**src/hw/rtl/cas_pkg.sv**
```systemverilog
// Package for the CIGAR span unit: payload structs, the job record passed
// from the front to the back, and shared constants. No dependencies.
`timescale 1ns / 1ps

package cas_pkg;

	// Fraction bits of the divergence fixed-point result.
	localparam int FRAC_BITS = 20;
	// Width of the divergence result; values above its range saturate.
	localparam int DIV_OUT_W = 24;
	// Depth of the job queue between the front and the back.
	localparam int QUEUE_DEPTH = 4;

	// CIGAR operation codes.
	localparam logic [3:0] OP_MATCH    = 4'd0;
	localparam logic [3:0] OP_INS      = 4'd1;
	localparam logic [3:0] OP_DEL      = 4'd2;
	localparam logic [3:0] OP_SKIP     = 4'd3;
	localparam logic [3:0] OP_SOFTCLIP = 4'd4;
	localparam logic [3:0] OP_HARDCLIP = 4'd5;
	localparam logic [3:0] OP_EQUAL    = 4'd7;
	localparam logic [3:0] OP_DIFF     = 4'd8;

	typedef struct packed {
		logic [3:0]  cigar_op;
		logic [27:0] cigar_len;
		logic        last_of_read;
		logic [30:0] read_pos;
		logic        reverse_strand;
		logic [30:0] seq_len;
		logic        drop_read;
		logic        nm_present;
		logic [30:0] nm_value;
	} in_item_t;

	typedef struct packed {
		logic [31:0]           ref_end;
		logic signed [31:0]    query_begin;
		logic signed [31:0]    query_end;
		logic [DIV_OUT_W-1:0]  divergence;
		logic                  divergence_invalid;
	} out_item_t;

	// One finished read, as handed from the front to the back.
	typedef struct packed {
		logic [31:0] ref_span;
		logic [31:0] query_len;
		logic [27:0] clip;
		logic [31:0] edits;
		logic [31:0] aligned;
		logic [30:0] read_pos;
		logic        reverse_strand;
		logic [30:0] seq_len;
		logic        extended;
	} job_t;

	// Status of the back, for checks at the top level.
	typedef struct packed {
		logic busy;
		logic result_valid;
	} back_status_t;

endpackage

```
**src/hw/rtl/cigar_alignment_span.sv**
```systemverilog
// Top level of the CIGAR span unit: joins front, job queue and back.
// Depends on cas_pkg, cas_front, cas_queue and cas_back.
//
//  channel   handshake          payload
//  input     push / full        in_item  (in_item_t)
//  result    empty / pop        result   (out_item_t)
//  config    cfg_we             cfg_wdata (extended_mode)
//
// The front takes one CIGAR word per cycle while the job queue has room.
// Each kept read takes the back through its load and prepare states and,
// in extended mode with a nonzero aligned length, the bit-serial divider;
// the result then waits in the back until popped. Reads queue up to four
// deep meanwhile. Reset clears the accumulators, queue and sequencer at once.
`timescale 1ns / 1ps

module cigar_alignment_span (
	input  logic                clk,
	input  logic                arst_n,
	input  logic                push,
	output logic                full,
	input  cas_pkg::in_item_t   in_item,
	output logic                empty,
	input  logic                pop,
	output cas_pkg::out_item_t  result,
	input  logic                cfg_we,
	input  logic                cfg_wdata
);
	import cas_pkg::*;

	logic         extended_mode_q;
	logic         item_valid;
	logic         job_push;
	job_t         job_in;
	job_t         job_out;
	logic         q_pop;
	logic         q_full;
	logic         q_empty;
	back_status_t back_status;

	// Mode register.
	always_ff @(posedge clk or negedge arst_n) begin
		if (!arst_n) begin
			extended_mode_q <= 1'b0;
		end else if (cfg_we) begin
			extended_mode_q <= cfg_wdata;
		end
	end

	// An input transfer happens while the queue has room.
	always_comb begin
		full = q_full;
		item_valid = push && !q_full;
	end

	cas_front u_front (
		.clk           (clk),
		.arst_n        (arst_n),
		.item_valid    (item_valid),
		.item          (in_item),
		.extended_mode (extended_mode_q),
		.job_push      (job_push),
		.job           (job_in)
	);

	cas_queue u_queue (
		.clk     (clk),
		.arst_n  (arst_n),
		.wr_en   (job_push),
		.wr_data (job_in),
		.rd_en   (q_pop),
		.rd_data (job_out),
		.q_full  (q_full),
		.q_empty (q_empty)
	);

	cas_back u_back (
		.clk     (clk),
		.arst_n  (arst_n),
		.q_empty (q_empty),
		.q_data  (job_out),
		.q_pop   (q_pop),
		.pop     (pop),
		.empty   (empty),
		.result  (result),
		.status  (back_status)
	);

	// An invalid divergence always reads as zero.
	a_inv_zero: assert property (@(posedge clk) disable iff (!arst_n)
		(!empty && result.divergence_invalid) |-> (result.divergence == '0))
		else $error("divergence not zero while flagged invalid");

	// A result only appears after the back has worked on a job.
	a_result_from_busy: assert property (@(posedge clk) disable iff (!arst_n)
		$fell(empty) |-> $past(back_status.busy))
		else $error("result shown without a job in the back");

	// The result port and the back status agree.
	a_status_match: assert property (@(posedge clk) disable iff (!arst_n)
		back_status.result_valid == !empty)
		else $error("result valid does not match empty");

	// The back only takes a job from a nonempty queue.
	a_pop_nonempty: assert property (@(posedge clk) disable iff (!arst_n)
		q_pop |-> !q_empty)
		else $error("job taken from an empty queue");

endmodule

```
**src/hw/rtl/cas_front.sv**
```systemverilog
// Front of the CIGAR span unit: accumulates the per-read sums one CIGAR word
// per cycle while item_valid is high and emits a job record on each kept read. Uses cas_pkg.
`timescale 1ns / 1ps

module cas_front (
	input  logic              clk,
	input  logic              arst_n,
	input  logic              item_valid,
	input  cas_pkg::in_item_t item,
	input  logic              extended_mode,
	output logic              job_push,
	output cas_pkg::job_t     job
);
	import cas_pkg::*;

	logic [31:0] ref_span_q;
	logic [31:0] query_len_q;
	logic [31:0] indel_q;
	logic [31:0] aligned_q;
	logic [27:0] clip_q;
	logic        start_q;

	logic        m_like;
	logic        is_clip;
	logic [31:0] ref_span_nx;
	logic [31:0] query_len_nx;
	logic [31:0] indel_nx;
	logic [31:0] aligned_nx;
	logic [27:0] clip_nx;

	// Add a 28-bit length to a 32-bit sum, saturating at all ones.
	function automatic logic [31:0] sat_add(input logic [31:0] acc, input logic [27:0] len);
		logic [32:0] s;
		s = {1'b0, acc} + {5'b0, len};
		return s[32] ? 32'hFFFF_FFFF : s[31:0];
	endfunction

	// Classify the operation and form the sums including this word.
	always_comb begin
		m_like = (item.cigar_op == OP_MATCH) || (item.cigar_op == OP_EQUAL) ||
			(item.cigar_op == OP_DIFF);
		is_clip = (item.cigar_op == OP_SOFTCLIP) || (item.cigar_op == OP_HARDCLIP);
		ref_span_nx = (m_like || item.cigar_op == OP_DEL || item.cigar_op == OP_SKIP) ?
			sat_add(ref_span_q, item.cigar_len) : ref_span_q;
		query_len_nx = (m_like || item.cigar_op == OP_INS) ?
			sat_add(query_len_q, item.cigar_len) : query_len_q;
		indel_nx = (item.cigar_op == OP_INS || item.cigar_op == OP_DEL) ?
			sat_add(indel_q, item.cigar_len) : indel_q;
		aligned_nx = (m_like || item.cigar_op == OP_INS || item.cigar_op == OP_DEL) ?
			sat_add(aligned_q, item.cigar_len) : aligned_q;
		if (start_q) begin
			clip_nx = is_clip ? item.cigar_len : 28'd0;
		end else begin
			clip_nx = clip_q;
		end
	end

	// Job record for the read that ends with this word.
	always_comb begin
		job_push = item_valid && item.last_of_read && !item.drop_read;
		job.ref_span = ref_span_nx;
		job.query_len = query_len_nx;
		job.clip = clip_nx;
		job.edits = item.nm_present ? {1'b0, item.nm_value} : indel_nx;
		job.aligned = aligned_nx;
		job.read_pos = item.read_pos;
		job.reverse_strand = item.reverse_strand;
		job.seq_len = item.seq_len;
		job.extended = extended_mode;
	end

	// Accumulators; the last word of a read clears them for the next read.
	always_ff @(posedge clk or negedge arst_n) begin
		if (!arst_n) begin
			ref_span_q <= '0;
			query_len_q <= '0;
			indel_q <= '0;
			aligned_q <= '0;
			clip_q <= '0;
			start_q <= 1'b1;
		end else if (item_valid) begin
			if (item.last_of_read) begin
				ref_span_q <= '0;
				query_len_q <= '0;
				indel_q <= '0;
				aligned_q <= '0;
				clip_q <= '0;
				start_q <= 1'b1;
			end else begin
				ref_span_q <= ref_span_nx;
				query_len_q <= query_len_nx;
				indel_q <= indel_nx;
				aligned_q <= aligned_nx;
				clip_q <= clip_nx;
				start_q <= 1'b0;
			end
		end
	end

endmodule

```
**src/hw/rtl/cas_queue.sv**
```systemverilog
// Short job queue between the front and the back of the CIGAR span unit.
// Holds job_t records from cas_pkg in a small register array.
`timescale 1ns / 1ps

module cas_queue (
	input  logic          clk,
	input  logic          arst_n,
	input  logic          wr_en,
	input  cas_pkg::job_t wr_data,
	input  logic          rd_en,
	output cas_pkg::job_t rd_data,
	output logic          q_full,
	output logic          q_empty
);
	import cas_pkg::*;

	localparam int PTR_W = $clog2(QUEUE_DEPTH);
	localparam int CNT_W = $clog2(QUEUE_DEPTH + 1);

	job_t             mem_q [QUEUE_DEPTH];
	logic [PTR_W-1:0] wr_ptr_q;
	logic [PTR_W-1:0] rd_ptr_q;
	logic [CNT_W-1:0] count_q;
	logic             do_wr;
	logic             do_rd;

	always_comb begin
		q_full = (count_q == CNT_W'(QUEUE_DEPTH));
		q_empty = (count_q == '0);
		do_wr = wr_en && !q_full;
		do_rd = rd_en && !q_empty;
		rd_data = mem_q[rd_ptr_q];
	end

	// Storage for queued jobs.
	always_ff @(posedge clk) begin
		if (do_wr) begin
			mem_q[wr_ptr_q] <= wr_data;
		end
	end

	// Pointers and fill count.
	always_ff @(posedge clk or negedge arst_n) begin
		if (!arst_n) begin
			wr_ptr_q <= '0;
			rd_ptr_q <= '0;
			count_q <= '0;
		end else begin
			if (do_wr) begin
				wr_ptr_q <= (wr_ptr_q == PTR_W'(QUEUE_DEPTH - 1)) ? '0 : wr_ptr_q + 1'b1;
			end
			if (do_rd) begin
				rd_ptr_q <= (rd_ptr_q == PTR_W'(QUEUE_DEPTH - 1)) ? '0 : rd_ptr_q + 1'b1;
			end
			if (do_wr && !do_rd) begin
				count_q <= count_q + 1'b1;
			end else if (do_rd && !do_wr) begin
				count_q <= count_q - 1'b1;
			end
		end
	end

endmodule

```
**src/hw/rtl/cas_back.sv**
```systemverilog
// Back of the CIGAR span unit: takes one job at a time from the queue,
// forms the reference end and query coordinates and runs a bit-serial
// divider for the divergence. Uses cas_pkg.
`timescale 1ns / 1ps

module cas_back (
	input  logic                  clk,
	input  logic                  arst_n,
	input  logic                  q_empty,
	input  cas_pkg::job_t         q_data,
	output logic                  q_pop,
	input  logic                  pop,
	output logic                  empty,
	output cas_pkg::out_item_t    result,
	output cas_pkg::back_status_t status
);
	import cas_pkg::*;

	localparam int DIV_W = 32 + FRAC_BITS;
	localparam int CNT_W = $clog2(DIV_W);

	localparam logic [1:0] ST_IDLE = 2'd0;
	localparam logic [1:0] ST_PREP = 2'd1;
	localparam logic [1:0] ST_DIV  = 2'd2;
	localparam logic [1:0] ST_DONE = 2'd3;

	logic [1:0]           state_q;
	job_t                 job_q;
	logic [32:0]          qsum_q;
	logic [31:0]          ref_end_q;
	logic signed [31:0]   qbeg_q;
	logic signed [31:0]   qend_q;
	logic [31:0]          rem_q;
	logic [DIV_W-1:0]     dvd_q;
	logic [DIV_OUT_W-1:0] quo_q;
	logic                 ovf_q;
	logic [CNT_W-1:0]     cnt_q;
	logic [DIV_OUT_W-1:0] divg_q;
	logic                 inv_q;

	logic [32:0]          ref_sum;
	logic [32:0]          trial;
	logic                 ge;
	logic [32:0]          diff;
	logic [31:0]          rem_nx;
	logic [DIV_OUT_W-1:0] quo_nx;
	logic                 ovf_nx;
	logic signed [34:0]   rev_beg;
	logic signed [34:0]   rev_end;

	// Clamp a wide signed value to the signed 32-bit range.
	function automatic logic signed [31:0] clamp_s32(input logic signed [34:0] v);
		if (v > 35'sd2147483647) begin
			return 32'sh7FFF_FFFF;
		end else if (v < -35'sd2147483648) begin
			return 32'sh8000_0000;
		end else begin
			return v[31:0];
		end
	endfunction

	// Reference end and reverse-strand coordinates.
	always_comb begin
		ref_sum = {2'b0, q_data.read_pos} + {1'b0, q_data.ref_span};
		rev_beg = $signed({4'b0, job_q.seq_len}) - $signed({2'b0, qsum_q});
		rev_end = $signed({4'b0, job_q.seq_len}) - $signed({7'b0, job_q.clip});
	end

	// One restoring division step: a quotient bit from the top of the dividend.
	always_comb begin
		trial = {rem_q, dvd_q[DIV_W-1]};
		ge = (trial >= {1'b0, job_q.aligned});
		diff = trial - {1'b0, job_q.aligned};
		rem_nx = ge ? diff[31:0] : trial[31:0];
		quo_nx = {quo_q[DIV_OUT_W-2:0], ge};
		ovf_nx = ovf_q || quo_q[DIV_OUT_W-1];
	end

	always_comb begin
		q_pop = (state_q == ST_IDLE) && !q_empty;
		empty = (state_q != ST_DONE);
		result.ref_end = ref_end_q;
		result.query_begin = qbeg_q;
		result.query_end = qend_q;
		result.divergence = divg_q;
		result.divergence_invalid = inv_q;
		status.busy = (state_q != ST_IDLE);
		status.result_valid = (state_q == ST_DONE);
	end

	// Sequencer: load, coordinates, divide (extended mode, nonzero aligned length), hold the result until taken.
	always_ff @(posedge clk or negedge arst_n) begin
		if (!arst_n) begin
			state_q <= ST_IDLE;
		end else begin
			unique case (state_q)
				ST_IDLE: begin
					if (!q_empty) begin
						state_q <= ST_PREP;
					end
				end
				ST_PREP: begin
					state_q <= (job_q.extended && job_q.aligned != '0) ? ST_DIV : ST_DONE;
				end
				ST_DIV: begin
					if (cnt_q == '0) begin
						state_q <= ST_DONE;
					end
				end
				ST_DONE: begin
					if (pop) begin
						state_q <= ST_IDLE;
					end
				end
				default: begin
					state_q <= ST_IDLE;
				end
			endcase
		end
	end

	// Datapath registers.
	always_ff @(posedge clk) begin
		unique case (state_q)
			ST_IDLE: begin
				job_q <= q_data;
				qsum_q <= {5'b0, q_data.clip} + {1'b0, q_data.query_len};
				ref_end_q <= ref_sum[32] ? 32'hFFFF_FFFF : ref_sum[31:0];
			end
			ST_PREP: begin
				if (!job_q.extended) begin
					qbeg_q <= '0;
					qend_q <= '0;
				end else if (job_q.reverse_strand) begin
					qbeg_q <= clamp_s32(rev_beg);
					qend_q <= clamp_s32(rev_end);
				end else begin
					qbeg_q <= $signed({4'b0, job_q.clip});
					qend_q <= clamp_s32($signed({2'b0, qsum_q}));
				end
				divg_q <= '0;
				inv_q <= job_q.extended && (job_q.aligned == '0);
				rem_q <= '0;
				dvd_q <= {job_q.edits, {FRAC_BITS{1'b0}}};
				quo_q <= '0;
				ovf_q <= 1'b0;
				cnt_q <= CNT_W'(DIV_W - 1);
			end
			ST_DIV: begin
				rem_q <= rem_nx;
				dvd_q <= {dvd_q[DIV_W-2:0], 1'b0};
				quo_q <= quo_nx;
				ovf_q <= ovf_nx;
				cnt_q <= cnt_q - 1'b1;
				if (cnt_q == '0) begin
					divg_q <= ovf_nx ? {DIV_OUT_W{1'b1}} : quo_nx;
				end
			end
			ST_DONE: begin
			end
			default: begin
			end
		endcase
	end

endmodule
```
**config.mk**
```make
export PLATFORM = sky130hd
export DESIGN_NAME = cigar_alignment_span
export DESIGN_NICKNAME = d
export VERILOG_FILES = /design/src/hw/rtl/cas_pkg.sv /design/src/hw/rtl/cigar_alignment_span.sv /design/src/hw/rtl/cas_front.sv /design/src/hw/rtl/cas_queue.sv /design/src/hw/rtl/cas_back.sv
export SDC_FILE = /design/constraint.sdc
export NUM_CORES = 2
export LEC_CHECK = 0
export BUFFER_PORTS_ARGS = -buffer_cell sky130_fd_sc_hd__buf_4
export CORE_MARGIN = 5
export CORE_UTILIZATION = 62
export DETAILED_ROUTE_END_ITERATION = 7
export PLACE_DENSITY_LB_ADDON = 0.05
export SLEW_MARGIN = 30
export SYNTH_ARGS = -nofsm -noshare
export SYNTH_HDL_FRONTEND = slang
export SYNTH_SLANG_ARGS = --single-unit
```
**constraint.sdc**
```tcl
create_clock -name clk -period 9.7 [get_ports clk]
set_input_delay 2.91 -clock clk [delete_from_list [all_inputs] [get_ports clk]]
set_output_delay 2.91 -clock clk [all_outputs]
set_load 0.01 [all_outputs]
```
## Word-level counts from Yosys, hierarchy flattened

Memories as Yosys holds them, arrays and structs flattened.
Cells that the tools add are included.

- Eq/ne operators: 17
- Muxes and demuxes: 44
- Reduce and logical (&&, ||, !) cells: 36
- $add $sub $neg: 14
- Bitwise logic cells: 2
- Magnitude comparators: 6

Operators with widths:

| kind | number |
|---|---|
| 32-bit two-way mux | 19 |
| 32-bit by 28-bit adder with 33-bit output | 4 |
| 28-bit two-way mux | 4 |
| 52-bit one-hot mux with 2 select lines | 1 |
| 24-bit one-hot mux with 2 select lines | 2 |
| 35-bit by 32-bit greater-than comparator with 1-bit output, second input constant | 2 |
| 35-bit by 32-bit < comparator with 1-bit output, second input constant | 2 |
| 32-bit one-hot mux with 2 select lines | 1 |
| 24-bit two-way mux | 2 |
| 31-bit by 33-bit subtractor with 34-bit output | 1 |
| 28-bit by 32-bit adder with 33-bit output | 1 |
| 31-bit by 32-bit adder with 33-bit output | 1 |
| 33-bit by 32-bit >= comparator with 1-bit output | 1 |
| 33-bit by 31-bit greater-than comparator with 1-bit output, second input constant | 1 |
| 32-bit logical NOT | 1 |
| 32-bit nonzero test | 1 |
| 31-bit by 28-bit subtractor with 32-bit output | 1 |
| 32-bit subtractor | 1 |
| 31-bit two-way mux | 1 |
| 4-bit by 3-bit == test with 1-bit output, second input constant | 3 |
| 6-bit one-hot mux with 2 select lines | 1 |
| 1-bit logical AND | 10 |
| 2-bit two-way mux | 5 |
| 1-bit logical OR | 9 |
| 26 further kinds | 44 |

- Logic and storage cells: 150
- Bits of input ports: 135
- Memories: 1
- Bits in writable memories: 880
- Bits in registers: 561

Memories:

| memory | words | width | read ports | clocked after Yosys merged registers in | wr ports | line | source |
|---|---|---|---|---|---|---|---|
| u_queue.mem_q | 4 | 220 | 1 | 0 | 1 | cas_queue.sv:20 | `job_t mem_q [QUEUE_DEPTH];` |

## Depth between registers and ports, before layout

- Depth after elaboration: 10
- Depth in mapped cells: 20
- Depth with buffers taken out: 14

## Modules after synthesis

Synthesis repeated with hierarchy kept, for this count alone.

- Cells, all modules: 5,081
- Area total of the unflattened synthesis: 68,816.0 um^2

By module, submodules not included:

| module | times used | seq. area each (um^2) | area each (um^2) | cells an instance |
|---|---|---|---|---|
| cas_queue | 1 | 26,600.5 | 32,187.1 | 1,187 |
| cas_back | 1 | 11,280.8 | 21,782.1 | 1,976 |
| cas_front | 1 | 3,930.0 | 14,800.4 | 1,915 |
| cigar_alignment_span | 1 | 25.0 | 46.3 | 3 |

## Worst setup path after synthesis

No wires, ideal clock.

- Kind: input-to-reg
- Start: in push
- End: mem u_queue.mem_q[0][0] (netlist name), enable pin
- Path buffers: 1
- Arrival time: 8,763 ps
- Stages: 5
- Path slack: 329 ps
- Path through: nor2b_1 > clkbuf_1 > nand2_1 > nor2_1 > and2_1

- Cells in the longest elaborated chain, start to end: 6

RTL lines:

| what | line | source |
|---|---|---|
| start, declared | cigar_alignment_span.sv:19 | `input logic push,` |
| 1-bit logical AND | cigar_alignment_span.sv:52 | `item_valid = push && !q_full;` |
| 1-bit logical AND (2 in series) | cas_front.sv:60 | `job_push = item_valid && item.last_of_read && !item.drop_read;` |
| 1-bit logical AND | cas_queue.sv:30 | `do_wr = wr_en && !q_full;` |
| via u_queue.do_wr | cas_queue.sv:24 | `logic do_wr;` |
| 1-bit two-way mux | cas_queue.sv:37 | `if (do_wr) begin` |
| 1-bit two-way mux (implied by the code) | cas_queue.sv:38 | `mem_q[wr_ptr_q] <= wr_data;` |
| end, declared | cas_queue.sv:20 |  |

The timed path passes the listed nets, and every way through them passes these cells.

## Worst setup path after layout

- Start: in in_item[98] (netlist name)
- End: reg u_front.indel_q[20]

- Cells in the longest elaborated chain, start to end: 4

RTL lines:

| what | line | source |
|---|---|---|
| start, declared | cigar_alignment_span.sv:21 | `input cas_pkg::in_item_t in_item,` |
| 32-bit by 28-bit adder with 33-bit output | cas_front.sv:34 | `s = {1'b0, acc} + {5'b0, len};` |
| 32-bit two-way mux | cas_front.sv:35 | `return s[32] ? 32'hFFFF_FFFF : s[31:0];` |
| 32-bit two-way mux | cas_front.sv:47 | `indel_nx = (item.cigar_op == OP_INS \|\| item.cigar_op == OP_DEL) ?` |
| 32-bit two-way mux | cas_front.sv:82 | `if (item.last_of_read) begin` |
| end signal, assigned | cas_front.sv:92 | `indel_q <= indel_nx;` |
| end, declared | cas_front.sv:18 | `logic [31:0] indel_q;` |

No other way between the ends.
A chain may end at the register's enable or synchronous reset.

==> results.yml <==
sta:
  period_minus_slack_ns: 6.356
  fin_tns_setup_ns: 0
  finalSetupViolations: 0
  finClkSkew_ns: 0.01869
  fmax_mhz: 157.3
  slew_headroom_pct: 30.60
  holdWs_ns: 0.5073
  post-route-period-util_pct: 65.53
  hold_viol: 0
  tightestPinTransition_ns: 1.015
  rsz0062_at_grt: "no"
  slew_violations: 0
floorplanning:
  die_h_um: 339.8
  num_rows: 121
  ios: 258
  start_util_pct: 62.20
  die-area_mm2: 0.1154
  die_w_um: 339.8
  core_mm2: 0.1084
grt:
  globalRouteTotalUtil_pct: 27.32
  grt.overflow.total: 0
  antenna_found_initial: 9
  grt_pass1_wl_mm: 243.6
  grt_pass1_vias: 41460
  grt_max_degree: 144
placement:
  dpl_cell_area_mm2: 0.07092
  port_buffers: 257
  place.gp.congestion: 0.9084
  hpwl_mm: 103.3
routing:
  routed_wl_mm: 157.8
  drc: 0
  drt_pre_antenna_iters: 5
  drt.antenna.violating_nets: 0
  via_per_inst: 6.326
  drt_iter0_drc: 3876
  post_drt_wl_per_cell_um: 23.79
  route.vias.total: 41980
critical_path:
  max_stage_delay_ns: 0.63
  rr_endpoint: "u_back.ref_end_q[4]"
  crit_fanout: 28
  critPathCapture: "u_front.indel_q[20]"
  r2r_slack_ns: 3.98
  reg2reg_depth: 13
  end_kind: "register"
  cp.required_ns: 10.40
  crit_slowest_cell: "a31o_2"
  worstPathCellList: "buf_4 > inv_1 > fa_1 > nand2b_1 > a21oi_1 > o31ai_1 > o211a_1 > a211o_1 > a31oi_1 > a31o_2 > inv_1 > nand2_1 > o221a_2"
  critPathMostFrequentCell: "inv_1"
  r2r-start: "u_queue.rd_ptr_q[1]"
  crit_type: "in2reg"
  crit_start: "in_item[98]"
  cp-start-kind: "input port"
  cp.arrival_ns: 7.05
yosys:
  synth_edf_count: 1254
  synth_nets: 5260
  synth-seq-cells: 1421
  syn_area_per_cell_um2: 13.93
  synth_cell_type_count: 88
  synth_flop_cell: "edfxtp_1"
  netlist_area_mm2: 0.06742
  ys_seq_area_share_pct: 62.05
  syn_inst: 4840
  synth-warning-count: 0
  synthArstFlopShare_pct: 11.75
finish:
  fin_nets: 5515
  n_fill_cell: 7396
  areaGrowthSynthToFinish_pct: 12.25
  drive_gt1_share_pct: 16.88
  fin_area_mm2: 0.07568
clock_network:
  cts_tree: "yes"
  cts_root_buf: "clkbuf_16"
  clkSinkCount: 1421
  htree_levels: 4
  cts.clk_slew.worst_paths_ns: 0.06
  cts-resized-gates: 0
  postCtsSetupBuffers: 0
  cts_buffers: 147
  cts_buffer_depth: 3
  cts_hold_buf: 0
  clkLatencyLatePin_ns: 0.76
status:
  outcome: "complete, no violations"
worst_hold_path:
  holdCritPathClass: "reg2reg"
  min_from: "u_queue.count_q[2]"
pwr:
  ir_drop_v: 0.0002749
  static-leakage-power_nw: 28.56
  power.density_mw_per_mm2: 340.5
  power_w: 0.02577
run:
  cap_viol_max_count: 0
[worst min-delay path by stage]
| stage | end | slack, ns | depth (start not counted) |
|---|---|---|---|
| final | u_queue.count_q[2] | 0.51 | 1 |
| after global routing | u_queue.count_q[2] | 0.51 | 1 |
| after CTS | u_queue.count_q[2] | 0.50 | 1 |
| after detailed placement | u_queue.count_q[2] | 0.49 | 1 |
| after global placement | u_queue.count_q[2] | 0.49 | 1 |
| after floorplan | u_queue.count_q[2] | 0.46 | 1 |
[synth_stat cells (21+ instances only)]
cell type	n	share of area [%]
mux4_2	220	7.3
nand2_1	287	1.6
a211oi_1	42	0.47
o21a_1	57	0.63
nand3_1	60	0.45
xnor2_1	126	1.6
inv_1	210	1.2
o221a_2	21	0.35
a22o_1	47	0.61
edfxtp_1	1254	56
nor3_1	46	0.34
xor2_1	95	1.2
o21bai_1	24	0.27
buf_1	32	0.18
nand4_1	24	0.22
nor2_1	299	1.7
a21oi_1	283	2.1
dfrtp_1	166	6.2
mux2_2	42	0.70
o21ai_0	271	2.0
clkbuf_1	146	0.81
nor2b_1	58	0.54
a31oi_1	73	0.68
nand2b_1	37	0.34
ha_1	275	5.1
or2_2	37	0.34
and3_1	42	0.39
and2_1	54	0.50
a21o_1	140	1.6
o22ai_1	28	0.26
o31ai_1	45	0.50
mux2i_1	32	0.48
[worst max-delay path: cells and delay by family]
family / cells / cell delay [ns]
buffers and inverters: 3 / 0.63
AND/OR/NAND/NOR: 2 / 0.81
AO/OA/AOI/OAI: 7 / 2.15
adder cells (fa/ha/maj): 1 / 0.51
[stage by stage]
stage          setup WS (ns)  std cells  util, %
2_1_floorplan         0.3291       4840        -
3_3_place_gp           2.679       6360    65.42
3_5_place_dp           2.593       6360    65.43
4_1_cts                3.365       6633    69.81
5_1_grt                3.065       6633    69.81
6_report               3.344       6635    69.82
[registers in the layout, indices dropped and copies added (netlist names), 24 cells and up]
signal               cells
u_front.indel_q         32
u_back.divg_q           24
u_front.clip_q          28
u_front.query_len_q     32
u_back.qend_q           32
u_back.qsum_q           33
u_back.rem_q            32
u_queue.mem_q          880
u_back.ref_end_q        32
u_front.aligned_q       32
u_back.qbeg_q           32
u_back.job_q           125
u_back.dvd_q            32
u_back.quo_q            24
u_front.ref_span_q      32
[per-layer routing]
metal	part of all wire [%]	global-route usage (%)
met4	2.9	8.139
met1	43	39.73
met5	0.034	0
met3	6.6	4.192
met2	47	43.58
[cell usage in the layout (no fill, tap or decap), drive strengths merged, types with 21 or more instances in the layout]
master and instances:
a211oi 44, dfrtp 166, mux4 220, nand4 24, xnor2 126, xor2 95
and3 42, a22o 47, inv 217, o31ai 47, nand3 60, nand2 287
mux2 42, o21bai 24, ha 275, a21o 140, clkbuf 206, o22ai 28
or2 38, nor2 299, nor2b 58, nand2b 37, o21ai 277, and2 54
o21a 57, nor3 51, clkinv 51, mux2i 32, a31oi 74, edfxtp 1254
a21oi 283, o221a 21, buf 301
[report_power, final]
group	switching [W]	internal, W
Sequential	0.000710	0.00867
Combinational	0.00632	0.00458
Clock	0.00234	0.00314
[area by class of cell]
cell class / instances / area (um2) / share of cell area [%]
inverters: 210 / 788.3 / 1.042
clock buffers: 206 / 4061 / 5.366
multi-input cells: 3014 / 24180 / 31.95
diodes: 2 / 5.005 / 0.006613
repair buffers: 301 / 2350 / 3.105
clock inverters: 67 / 684.4 / 0.9043
well taps: 1414 / 1769 / 2.338
flip-flops and latches: 1421 / 41840 / 55.29
[kinds of logic after synthesis]
family / Yosys count / share of synthesized area, %
XOR/XNOR: 221 / 2.871
adder cells (fa/ha/maj): 285 / 5.400
AO/OA/AOI/OAI: 1196 / 11.59
AND/OR/NAND/NOR: 1018 / 7.249
flip-flops: 1421 / 62.05
multiplexers: 294 / 8.526
buffers and inverters: 405 / 2.309
No activity file was read; power rests on OpenSTA's default activity.
